[src/design/utt_pkg.sv]
package utt_pkg;

  localparam int unsigned UNIT_W = 16;
  localparam int unsigned CP_W   = 21;

  // surrogate ranges by their top six bits
  localparam logic [5:0] HIGH_SURR_TAG = 6'b110110;
  localparam logic [5:0] LOW_SURR_TAG  = 6'b110111;

  localparam logic [CP_W-1:0] SUPP_BASE = 21'h10000;
  localparam logic [UNIT_W-1:0] ONE_BYTE_LIMIT = 16'h0080;
  localparam logic [UNIT_W-1:0] TWO_BYTE_LIMIT = 16'h0800;

  localparam logic [7:0] LEAD2_MARK = 8'hC0;
  localparam logic [7:0] LEAD3_MARK = 8'hE0;
  localparam logic [7:0] LEAD4_MARK = 8'hF0;
  localparam logic [7:0] CONT_MARK  = 8'h80;

  // index of the final byte of a code point (byte count minus one)
  localparam logic [1:0] LEN_1 = 2'd0;
  localparam logic [1:0] LEN_2 = 2'd1;
  localparam logic [1:0] LEN_3 = 2'd2;
  localparam logic [1:0] LEN_4 = 2'd3;

  typedef struct packed {
    logic [UNIT_W-1:0] code_unit;
    logic              start_of_string;
  } utt_in_t;

  typedef struct packed {
    logic [7:0] utf8_byte;
    logic       last_of_run;
  } utt_out_t;

  typedef struct packed {
    logic [CP_W-1:0] cp;
    logic [1:0]      last_idx;
  } utt_job_t;

endpackage

[src/design/utt_front.sv]
module utt_front #(
  parameter int unsigned MAX_UNITS = 128
) (
  input  logic              clk,
  input  logic              rst,
  input  logic              unit_valid,
  output logic              unit_ready,
  input  utt_pkg::utt_in_t  unit_data,
  output logic              push_valid,
  input  logic              push_ready,
  output utt_pkg::utt_job_t push_job
);

  localparam int unsigned CNT_W = $clog2(MAX_UNITS + 1);

  logic             pending_valid;
  logic             pending_valid_next;
  logic [9:0]       pending_high_bits;
  logic [9:0]       pending_high_bits_next;
  logic [CNT_W-1:0] unit_count;
  logic [CNT_W-1:0] unit_count_next;
  logic             string_ended;
  logic             string_ended_next;

  logic             eff_pend;
  logic [CNT_W-1:0] eff_cnt;
  logic             eff_end;
  logic             blocked;
  logic             has_job;
  logic             accept;
  logic [15:0]      c;

  assign c          = unit_data.code_unit;
  assign unit_ready = push_ready;
  assign accept     = unit_valid && unit_ready;

  // a start flag clears the string state ahead of this unit
  assign eff_pend = pending_valid && !unit_data.start_of_string;
  assign eff_cnt  = unit_data.start_of_string ? '0 : unit_count;
  assign eff_end  = string_ended && !unit_data.start_of_string;
  assign blocked  = eff_end || (eff_cnt >= CNT_W'(MAX_UNITS));

  always_comb begin
    pending_valid_next     = eff_pend;
    pending_high_bits_next = unit_data.start_of_string ? '0 : pending_high_bits;
    unit_count_next        = eff_cnt;
    string_ended_next      = eff_end;
    has_job                = 1'b0;
    push_job.cp            = {5'd0, c};
    push_job.last_idx      = utt_pkg::LEN_3;
    if (!blocked) begin
      unit_count_next    = eff_cnt + 1'b1;
      pending_valid_next = 1'b0;
      if (eff_pend && c[15:10] == utt_pkg::LOW_SURR_TAG) begin
        has_job           = 1'b1;
        push_job.cp       = {1'b0, pending_high_bits, c[9:0]} + utt_pkg::SUPP_BASE;
        push_job.last_idx = utt_pkg::LEN_4;
      end else if (c == '0) begin
        string_ended_next = 1'b1;
      end else if (c < utt_pkg::ONE_BYTE_LIMIT) begin
        has_job           = 1'b1;
        push_job.last_idx = utt_pkg::LEN_1;
      end else if (c < utt_pkg::TWO_BYTE_LIMIT) begin
        has_job           = 1'b1;
        push_job.last_idx = utt_pkg::LEN_2;
      end else if (c[15:10] == utt_pkg::HIGH_SURR_TAG) begin
        pending_valid_next     = 1'b1;
        pending_high_bits_next = c[9:0];
      end else begin
        has_job           = 1'b1;
        push_job.last_idx = utt_pkg::LEN_3;
      end
    end
  end

  assign push_valid = unit_valid && has_job;

  always_ff @(posedge clk) begin
    if (rst) begin
      pending_valid     <= 1'b0;
      pending_high_bits <= '0;
      unit_count        <= '0;
      string_ended      <= 1'b0;
    end else if (accept) begin
      pending_valid     <= pending_valid_next;
      pending_high_bits <= pending_high_bits_next;
      unit_count        <= unit_count_next;
      string_ended      <= string_ended_next;
    end
  end

endmodule

[src/design/utt_queue.sv]
module utt_queue (
  input  logic              clk,
  input  logic              rst,
  input  logic              push_valid,
  output logic              push_ready,
  input  utt_pkg::utt_job_t push_job,
  output logic              pop_valid,
  input  logic              pop_ready,
  output utt_pkg::utt_job_t pop_job
);

  utt_pkg::utt_job_t slots [2];
  logic       wr_ptr;
  logic       rd_ptr;
  logic [1:0] count;
  logic       do_push;
  logic       do_pop;

  assign push_ready = (count != 2'd2);
  assign pop_valid  = (count != 2'd0);
  assign pop_job    = slots[rd_ptr];
  assign do_push    = push_valid && push_ready;
  assign do_pop     = pop_valid && pop_ready;

  always_ff @(posedge clk) begin
    if (do_push) begin
      slots[wr_ptr] <= push_job;
    end
  end

  always_ff @(posedge clk) begin
    if (rst) begin
      wr_ptr <= 1'b0;
      rd_ptr <= 1'b0;
      count  <= '0;
    end else begin
      if (do_push) begin
        wr_ptr <= ~wr_ptr;
      end
      if (do_pop) begin
        rd_ptr <= ~rd_ptr;
      end
      case ({do_push, do_pop})
        2'b10:   count <= count + 1'b1;
        2'b01:   count <= count - 1'b1;
        default: count <= count;
      endcase
    end
  end

endmodule

[src/design/utt_back.sv]
module utt_back (
  input  logic              clk,
  input  logic              rst,
  input  logic              pop_valid,
  output logic              pop_ready,
  input  utt_pkg::utt_job_t pop_job,
  output logic              octet_valid,
  input  logic              octet_ready,
  output utt_pkg::utt_out_t octet_data
);

  utt_pkg::utt_job_t cur;
  logic       busy;
  logic [1:0] idx;
  logic       load;
  logic       is_last;
  logic [1:0] remain;
  logic [7:0] byte_val;

  assign load      = busy && (!octet_valid || octet_ready);
  assign is_last   = (idx == cur.last_idx);
  assign pop_ready = !busy || (load && is_last);
  assign remain    = cur.last_idx - idx;

  always_comb begin
    if (idx == 2'd0) begin
      unique case (cur.last_idx)
        utt_pkg::LEN_1: byte_val = {1'b0, cur.cp[6:0]};
        utt_pkg::LEN_2: byte_val = utt_pkg::LEAD2_MARK | {3'd0, cur.cp[10:6]};
        utt_pkg::LEN_3: byte_val = utt_pkg::LEAD3_MARK | {4'd0, cur.cp[15:12]};
        default:        byte_val = utt_pkg::LEAD4_MARK | {5'd0, cur.cp[20:18]};
      endcase
    end else begin
      // continuation bytes carry six bits, highest group first
      case (remain)
        2'd0:    byte_val = utt_pkg::CONT_MARK | {2'd0, cur.cp[5:0]};
        2'd1:    byte_val = utt_pkg::CONT_MARK | {2'd0, cur.cp[11:6]};
        default: byte_val = utt_pkg::CONT_MARK | {2'd0, cur.cp[17:12]};
      endcase
    end
  end

  always_ff @(posedge clk) begin
    if (load) begin
      octet_data.utf8_byte   <= byte_val;
      octet_data.last_of_run <= is_last;
    end
  end

  always_ff @(posedge clk) begin
    if (rst) begin
      busy        <= 1'b0;
      idx         <= '0;
      octet_valid <= 1'b0;
    end else begin
      if (load) begin
        octet_valid <= 1'b1;
      end else if (octet_ready) begin
        octet_valid <= 1'b0;
      end
      if (pop_valid && pop_ready) begin
        busy <= 1'b1;
        idx  <= '0;
      end else if (load) begin
        if (is_last) begin
          busy <= 1'b0;
        end else begin
          idx <= idx + 1'b1;
        end
      end
    end
  end

  always_ff @(posedge clk) begin
    if (pop_valid && pop_ready) begin
      cur <= pop_job;
    end
  end

endmodule

[src/design/utf16_to_utf8_transcoder.sv]
// UTF-16 to UTF-8 transcoder. Each request carries one 16-bit code unit and a
// start flag; each result is one UTF-8 byte with last_of_run marking the final
// byte of a code point. A code unit is accepted while the queue has room and
// is classified by the front end, which holds a high surrogate until the next
// unit and drops units after a zero unit or beyond MAX_UNITS units of a string.
// Encoded code points wait in a two-entry queue; the back end sends one byte
// per cycle while octet_ready is high; a unit makes one to four bytes, and the
// byte channel sets sustained throughput. Units that make no bytes (high
// surrogates, terminators, dropped units) are not queued. Output bytes come from
// a register, so units are accepted while a byte waits, until the queue fills.
module utf16_to_utf8_transcoder #(
  parameter int unsigned MAX_UNITS = 128
) (
  input  logic              clk,
  input  logic              rst,
  input  logic              unit_valid,
  output logic              unit_ready,
  input  utt_pkg::utt_in_t  unit_data,
  output logic              octet_valid,
  input  logic              octet_ready,
  output utt_pkg::utt_out_t octet_data
);

  logic              push_valid;
  logic              push_ready;
  utt_pkg::utt_job_t push_job;
  logic              pop_valid;
  logic              pop_ready;
  utt_pkg::utt_job_t pop_job;

  utt_front #(
    .MAX_UNITS(MAX_UNITS)
  ) u_front (
    .clk        (clk),
    .rst        (rst),
    .unit_valid (unit_valid),
    .unit_ready (unit_ready),
    .unit_data  (unit_data),
    .push_valid (push_valid),
    .push_ready (push_ready),
    .push_job   (push_job)
  );

  utt_queue u_queue (
    .clk        (clk),
    .rst        (rst),
    .push_valid (push_valid),
    .push_ready (push_ready),
    .push_job   (push_job),
    .pop_valid  (pop_valid),
    .pop_ready  (pop_ready),
    .pop_job    (pop_job)
  );

  utt_back u_back (
    .clk         (clk),
    .rst         (rst),
    .pop_valid   (pop_valid),
    .pop_ready   (pop_ready),
    .pop_job     (pop_job),
    .octet_valid (octet_valid),
    .octet_ready (octet_ready),
    .octet_data  (octet_data)
  );

  // a four-byte job always holds a supplementary code point
  a_supp_range: assert property (@(posedge clk) disable iff (rst)
    push_valid && push_job.last_idx == utt_pkg::LEN_4 |->
      push_job.cp >= utt_pkg::SUPP_BASE)
    else $error("four-byte job below supplementary range");

  // a single-byte job is plain ascii
  a_ascii_range: assert property (@(posedge clk) disable iff (rst)
    push_valid && push_job.last_idx == utt_pkg::LEN_1 |->
      push_job.cp < {5'd0, utt_pkg::ONE_BYTE_LIMIT} && push_job.cp != '0)
    else $error("one-byte job out of ascii range");

  // every byte before the last of a code point has its top bit set
  a_non_last_top: assert property (@(posedge clk) disable iff (rst)
    octet_valid && !octet_data.last_of_run |-> octet_data.utf8_byte[7])
    else $error("non-final byte without top bit");

endmodule
[config.mk]
export PLATFORM = sky130hd
export DESIGN_NAME = utf16_to_utf8_transcoder
export DESIGN_NICKNAME = d
export VERILOG_FILES = /design/src/design/utt_pkg.sv /design/src/design/utt_front.sv /design/src/design/utt_queue.sv /design/src/design/utt_back.sv /design/src/design/utf16_to_utf8_transcoder.sv
export SDC_FILE = /design/constraint.sdc
export NUM_CORES = 1
export LEC_CHECK = 0
export BUFFER_PORTS_ARGS = -buffer_cell sky130_fd_sc_hd__buf_4
export CELL_PAD_IN_SITES_DETAIL_PLACEMENT = 0
export CELL_PAD_IN_SITES_GLOBAL_PLACEMENT = 1
export CORE_MARGIN = 5
export CORE_UTILIZATION = 25
export CTS_BUF_LIST = sky130_fd_sc_hd__clkbuf_4 sky130_fd_sc_hd__clkbuf_8 sky130_fd_sc_hd__clkbuf_16
export CTS_CLUSTER_DIAMETER = 120
export DETAILED_ROUTE_END_ITERATION = 6
export HOLD_SLACK_MARGIN = 0.15
export PLACE_DENSITY = 0.43
export RECOVER_POWER = 25
export SYNTH_ARGS = -nofsm -noshare
export SYNTH_HDL_FRONTEND = slang
export SYNTH_SLANG_ARGS = --single-unit
[constraint.sdc]
create_clock -name clk -period 5.3 [get_ports clk]
set_clock_uncertainty 0.2 [all_clocks]
set_input_delay 0.795 -clock clk [delete_from_list [all_inputs] [get_ports clk]]
set_output_delay 0.795 -clock clk [all_outputs]
set_load 0.1 [all_outputs]
* Word-level counts from Yosys, hierarchy flattened *
Memories as Yosys holds them, arrays and structs flattened. A register that Yosys moved wholly into a read port is not among the register bits.
Cells that the tools add are included.

storage, ports and cells
  register bits after elaboration = 37
  bits in writable memories = 46
  input bits = 21
  output and inout port bits = 11
  logic and storage cells = 102
  memories = 1

memory list
  memory         words  width  rd ports  clocked after Yosys merged registers in  wr ports  RTL line         text
  u_queue.slots  2      23     1         1                                        1         utt_queue.sv:12  utt_pkg::utt_job_t slots [2];

operators by class
  add/subtract/negate cells = 6
  order comparisons = 3
  eq/ne operators = 9
  muxes and demuxes = 41
  bitwise operators = 3
  reduce and logical (&&, ||, !) cells = 27

operators by type and width
  operator                  number
  $mux W10                  7
  $mux W8                   3
  $pmux W8 S3               1
  $mux W23                  1
  $mux W1                   22
  $add A20 B17 Y21 const B  1
  $mux W21                  1
  $logic_not A16 Y1         1
  $lt A16 B12 Y1 const B    1
  $lt A16 B8 Y1 const B     1
  $eq A6 B6 Y1 const B      2
  $pmux W6 S2               1
  $reduce_bool A2 Y1        5
  $logic_and A1 B1 Y1       9
  $add A8 B1 Y8 const B     1
  $ge A8 B8 Y1 const B      1
  $mux W2                   4
  $eq A2 B1 Y1 const B      3
  $logic_not A2 Y1          3
  $add A2 B1 Y2 const B     2
  $eq A2 B2 Y1 const B      2
  $pmux W2 S2               1
  $reduce_and A2 Y1         2
  $logic_not A1 Y1          3
  7 further kinds           11

* Depth between registers and ports, before layout *
  depth in word-level cells = 11
  mapped depth = 9
  depth with buffers taken out = 8

* Hierarchy *
From an unflattened synthesis, not the netlist that was laid out.

unflattened totals
  cell total of the unflattened synthesis = 358
  area, all modules = 4615.7 um2

by module, submodules not included
  module     times used  cells an instance  area each (um2)  sequential area each (um2)
  utt_queue  1           95                 1873.0           1481.4
  utt_back   1           111                1549.0           1041.0
  utt_front  1           152                1193.6           400.4

* Worst setup path after synthesis *
OpenSTA, ideal clock, no wires.

  kind = flip-flop to flip-flop
  start point = register u_back.octet_valid
  end point = register u_queue.count[1]
  library setup time = 70 ps
  arrival time = 3388 ps
  required time = 5030 ps
  setup slack = 1643 ps
  cell stages (with the launch flop) = 7
  path buffers = 0
  period minus slack after synthesis = 3657 ps
  cells stage by stage = dfxtp_1 -> nor2b_1 -> nand3b_1 -> a21oi_1 -> ha_1 -> or3_1 -> a21oi_1

on the way
  cells in the longest elaborated chain, start to end = 8
  elaborated cells between the ends (all ways) = 10
  classes of those cells = eq/ne (2); mux (1); reduce/logical (7)

ends and longest elaborated chain
  item                                               RTL line         text
  from (decl)                                        utt_back.sv:7    output logic octet_valid,
  from (signal assigned)                             utt_back.sv:54   octet_valid <= 1'b0;
  from (signal assigned)                             utt_back.sv:57   octet_valid <= 1'b1;
  from (signal assigned)                             utt_back.sv:59   octet_valid <= 1'b0;
  $logic_not A1 Y1 (*)                               utt_back.sv:20   assign load = busy && (!octet_valid || octet_ready);
  $logic_or A1 B1 Y1 (*)                             utt_back.sv:20
  $logic_and A1 B1 Y1 (*)                            utt_back.sv:20
  $logic_and A1 B1 Y1 (*)                            utt_back.sv:22   assign pop_ready = !busy || (load && is_last);
  $logic_or A1 B1 Y1 (*)                             utt_back.sv:22
  $logic_and A1 B1 Y1 (*)                            utt_queue.sv:23  assign do_pop = pop_valid && pop_ready;
  net u_queue.do_pop                                 utt_queue.sv:17  logic do_pop;
  $eq A2 B1 Y1 or $eq A2 B2 Y1 (tied branches)       utt_queue.sv:43  case ({do_push, do_pop})
  $pmux W2 S2 or $reduce_bool A2 Y1 (tied branches)  n/a
  to (signal assigned)                               utt_queue.sv:44  2'b10: count <= count + 1'b1;
  to (signal assigned)                               utt_queue.sv:45  2'b01: count <= count - 1'b1;
  to (signal assigned)                               utt_queue.sv:46  default: count <= count;
  to (decl)                                          utt_queue.sv:15  logic [1:0] count;

Mark *: on every way through the listed nets, which the timed path passes. The rest lies on a longest branch.
A chain may end at the register's enable or synchronous reset.

* Final worst setup path *
  start point = input unit_data[11] (netlist bit)
  end point = memory u_queue.slots[0][16] (netlist bit) (enable)

on the way
  cells in the longest elaborated chain, start to end = 11
  elaborated cells between the ends (all ways) = 16
  classes of those cells = order compare (2); eq/ne (2); mux (8); reduce/logical (4)

ends and longest elaborated chain
  item                                                    RTL line                        text
  from (decl)                                             utf16_to_utf8_transcoder.sv:18  input utt_pkg::utt_in_t unit_data,
  branches (longest 5 deep; another with $lt A16 B12 Y1)  n/a
  $mux W1 (*)                                             utt_front.sv:54                 if (eff_pend && c[15:10] == utt_pkg::LOW_SURR_TAG) begin
  $mux W1 (*)                                             utt_front.sv:51                 if (!blocked) begin
  $logic_and A1 B1 Y1 (*)                                 utt_front.sv:76                 assign push_valid = unit_valid && has_job;
  $logic_and A1 B1 Y1 (*)                                 utt_queue.sv:22                 assign do_push = push_valid && push_ready;
  $mux W1 (*)                                             utt_queue.sv:26                 if (do_push) begin
  $mux W1 (not written as such) (*)                       utt_queue.sv:27                 slots[wr_ptr] <= push_job;
  to (decl)                                               utt_queue.sv:12

Mark *: on every way between the ends.

==> results.json <==
{
  "stdcell_count": 600,
  "endpoint_kind": "register",
  "core_um2": 18000,
  "vdd_drop_max_v": 0.000282,
  "diodes": 0,
  "dr_total_vias": 2696,
  "timing.rr.start": "u_queue.count[0]$_SDFFE_PP0P_",
  "cts_tree": "done",
  "tns_ps": 0,
  "place_inst": 584,
  "root_buffer": "clkbuf_16",
  "place_congestion": 0.746,
  "syn2layout_area_growth_pct": 14.2,
  "grt_overflow": 0,
  "num_rows": 49,
  "numCtsBuffers": 9,
  "p_comb_share_pct": 30.0,
  "globalRouteTotalUtil_pct": 9.71,
  "dp_hpwl_mm": 6.82,
  "cp_max_fo": 23,
  "io_buffer_count": 31,
  "ant_nets": 0,
  "drv_slew": 0,
  "synthCells": 337,
  "cts_hold_buf": 0,
  "path_class": "primary input to register",
  "slew_headroom_pct": 20.9,
  "synth_edf_count": 78,
  "ios": 32,
  "ys_types": 53,
  "syn_nets": 367,
  "clk_pin_slew_ps": 70,
  "power.density_nw_per_um2": 517,
  "reg2regPathDepth": 5,
  "finalHoldViolCount": 0,
  "rsz0062_at_grt": "no",
  "period_share_pct": 59.4,
  "hp-start": "u_front.pending_valid$_SDFFE_PP0P_",
  "status": "finished clean",
  "worstMarginPinSlew_ps": 1190,
  "cts_max_path_buffers": 2,
  "p_leak_nw": 1.73,
  "drt-vias-per-instance": 4.49,
  "die_w_um": 145,
  "antenna_found_initial": 0,
  "fin_crit_ps": 3150,
  "r2r-end": "u_queue.slots[0][16]$_DFFE_PP_",
  "drtPass1Iterations": 5,
  "hold_path.class": "register to register",
  "grt_pass1_wl_mm": 15.2,
  "synthArstFlopShare_pct": 0,
  "wl_per_cell_um": 16.1,
  "crit_path_start_kind": "primary input",
  "drive_gt1_share_pct": 18.6,
  "cp.required_ps": 5060,
  "synthFlopType": "edfxtp_1",
  "ctsResizeCount": 0,
  "drv_cap": 0,
  "net-switching-power_mw": 0.969,
  "seq_area_frac_synth_pct": 63.8,
  "hold_path_end": "u_front.pending_valid$_SDFFE_PP0P_",
  "p_sw_share_pct": 36.1,
  "setup_viol": 0,
  "fp.dieH_um": 145,
  "clock-sinks": 106,
  "netlist_area_um2": 4550,
  "clockPowerShare_pct": 24.1,
  "clkLatencyLatePin_ps": 350,
  "drt_wl_total_mm": 9.66,
  "synth_seq_cells": 106,
  "drt-initial-drc-count": 162,
  "fill_cells": 1839,
  "grt_pass1_vias": 2708,
  "nets": 396,
  "cts_setup_buffers": 0,
  "p_total_mw": 2.68,
  "min_path_cells": 2,
  "power_frac_seq_pct": 45.9,
  "cts_max_level": 3,
  "drc_errors": 0,
  "start_util_pct": 25.3,
  "fin_util_pct": 28.9,
  "fmax_mhz": 318,
  "yosysWarnings": 0,
  "die-area_um2": 21000,
  "cp_data_arrival_time_ps": 2910,
  "rrSetupSlack_ps": 2280,
  "p_int_mw": 1.71,
  "grt_max_degree": 28,
  "syn_area_per_cell_um2": 13.5
}
[placed cells by master (no fill, tap or decap), types with 5 or more instances in the layout]
cell       count
edfxtp_1      78
nand2_1       30
dfxtp_1       28
mux2_2        27
o21ai_0       21
nor2_1        17
clkbuf_1      17
buf_4         14
a21oi_1       13
inv_1          9
ha_1           9
clkbuf_16      9
a22o_1         8
mux2i_1        7
nor2b_1        6
nor3_1         5
nand3_1        5
[cells by family (layout without fill, tap and decap cells)]
| family | Yosys count | count (layout) | synth area share (%) |
|---|---|---|---|
| buffers and inverters | 23 | 57 | 2.48 |
| adder cells (fa/ha/maj) | 9 | 9 | 2.48 |
| AND/OR/NAND/NOR | 89 | 89 | 10.6 |
| multiplexers | 34 | 34 | 8.23 |
| AO/OA/AOI/OAI | 69 | 69 | 10.7 |
| flip-flops | 106 | 106 | 63.8 |
| XOR/XNOR | 7 | 7 | 1.65 |
[worst max-delay path: stages]
cell	delay (ps)
clkbuf_1	390
nor4_1	160
and3_1	230
a211oi_2	300
inv_1	120
nor2_2	900
[state kept, by name, summed over array words and instances (netlist names), 2 cells and up]
signal	cells
u_back.idx	2
u_back.cur	23
u_queue.count	2
u_queue.slots	46
u_front.pending_high_bits	10
u_back.octet_data	9
u_front.unit_count	8
[layout make-up]
cell class / instances / area, um^2 / area share [%]
flip-flops and latches: 106 / 2900 / 55.9
multi-input cells: 208 / 1510 / 29.1
well taps: 229 / 287 / 5.52
clock buffers: 10 / 233 / 4.48
repair buffers: 32 / 176 / 3.40
clock inverters: 6 / 47.5 / 0.916
inverters: 9 / 33.8 / 0.651
[power groups by stage]
stage                     logic, mW  registers (mW)  clock network [mW]
after floorplan               0.470            1.40                   0
after global placement        0.844            1.25                   0
after detailed placement      0.839            1.26                   0
after CTS                     0.844            1.24               0.669
after global routing          0.878            1.25               0.706
final                         0.804            1.23               0.646
[worst max-delay path by stage]
stage	to	slack [ps]	from
2_1_floorplan	u_queue.count[1]$_SDFFE_PP0P_	1640	u_back.octet_valid$_SDFFE_PP0P_
3_5_place_dp	u_queue.slots[0][19]$_DFFE_PP_	2020	unit_data[16]
3_3_place_gp	u_queue.slots[0][22]$_DFFE_PP_	2040	unit_data[16]
6_report	u_queue.slots[0][16]$_DFFE_PP_	2150	unit_data[11]
4_1_cts	u_queue.slots[0][15]$_DFFE_PP_	2270	u_queue.count[0]$_SDFFE_PP0P_
5_1_grt	u_queue.slots[0][16]$_DFFE_PP_	1930	unit_data[11]
[Yosys cell counts, types with 4 or more instances]
| library cell | count | area [um^2] |
|---|---|---|
| clkbuf_1 | 8 | 30.0 |
| nand2_1 | 30 | 113 |
| mux2_2 | 27 | 304 |
| edfxtp_1 | 78 | 2340 |
| a22o_1 | 8 | 70.1 |
| o21ai_0 | 21 | 105 |
| a21oi_1 | 14 | 70.1 |
| nand4_1 | 4 | 25.0 |
| nand3_1 | 5 | 25.0 |
| xnor2_1 | 4 | 35.0 |
| nor2b_1 | 6 | 37.5 |
| dfxtp_1 | 28 | 561 |
| inv_1 | 9 | 33.8 |
| nor3_1 | 5 | 25.0 |
| ha_1 | 9 | 113 |
| nor2_1 | 18 | 67.6 |
| mux2i_1 | 7 | 70.1 |
| a222oi_1 | 4 | 40.0 |
[layer usage]
metal / share of wire [%] / wire length [um] / global-route usage, % / up-vias
li1: - / - / - / 1337
met1: 51 / 4920 / 13.8 / 1293
met4: 1.5 / 148 / 3.98 / 0
met3: 4.3 / 418 / 2.37 / 7
met2: 43 / 4170 / 14.2 / 59
met5: 0 / 0 / 0 / -
[stage by stage]
step | instance area, um^2 | worst slack, ps | hold slack, ps
global placement | 5000 | 2040 | 254
CTS | 5280 | 2270 | 276
detailed placement | 5000 | 2020 | 265
finish | 5190 | 2150 | 273
global route | 5190 | 1930 | 303
floorplan | 4550 | 1640 | 234
(Power assumes the default switching activity.)
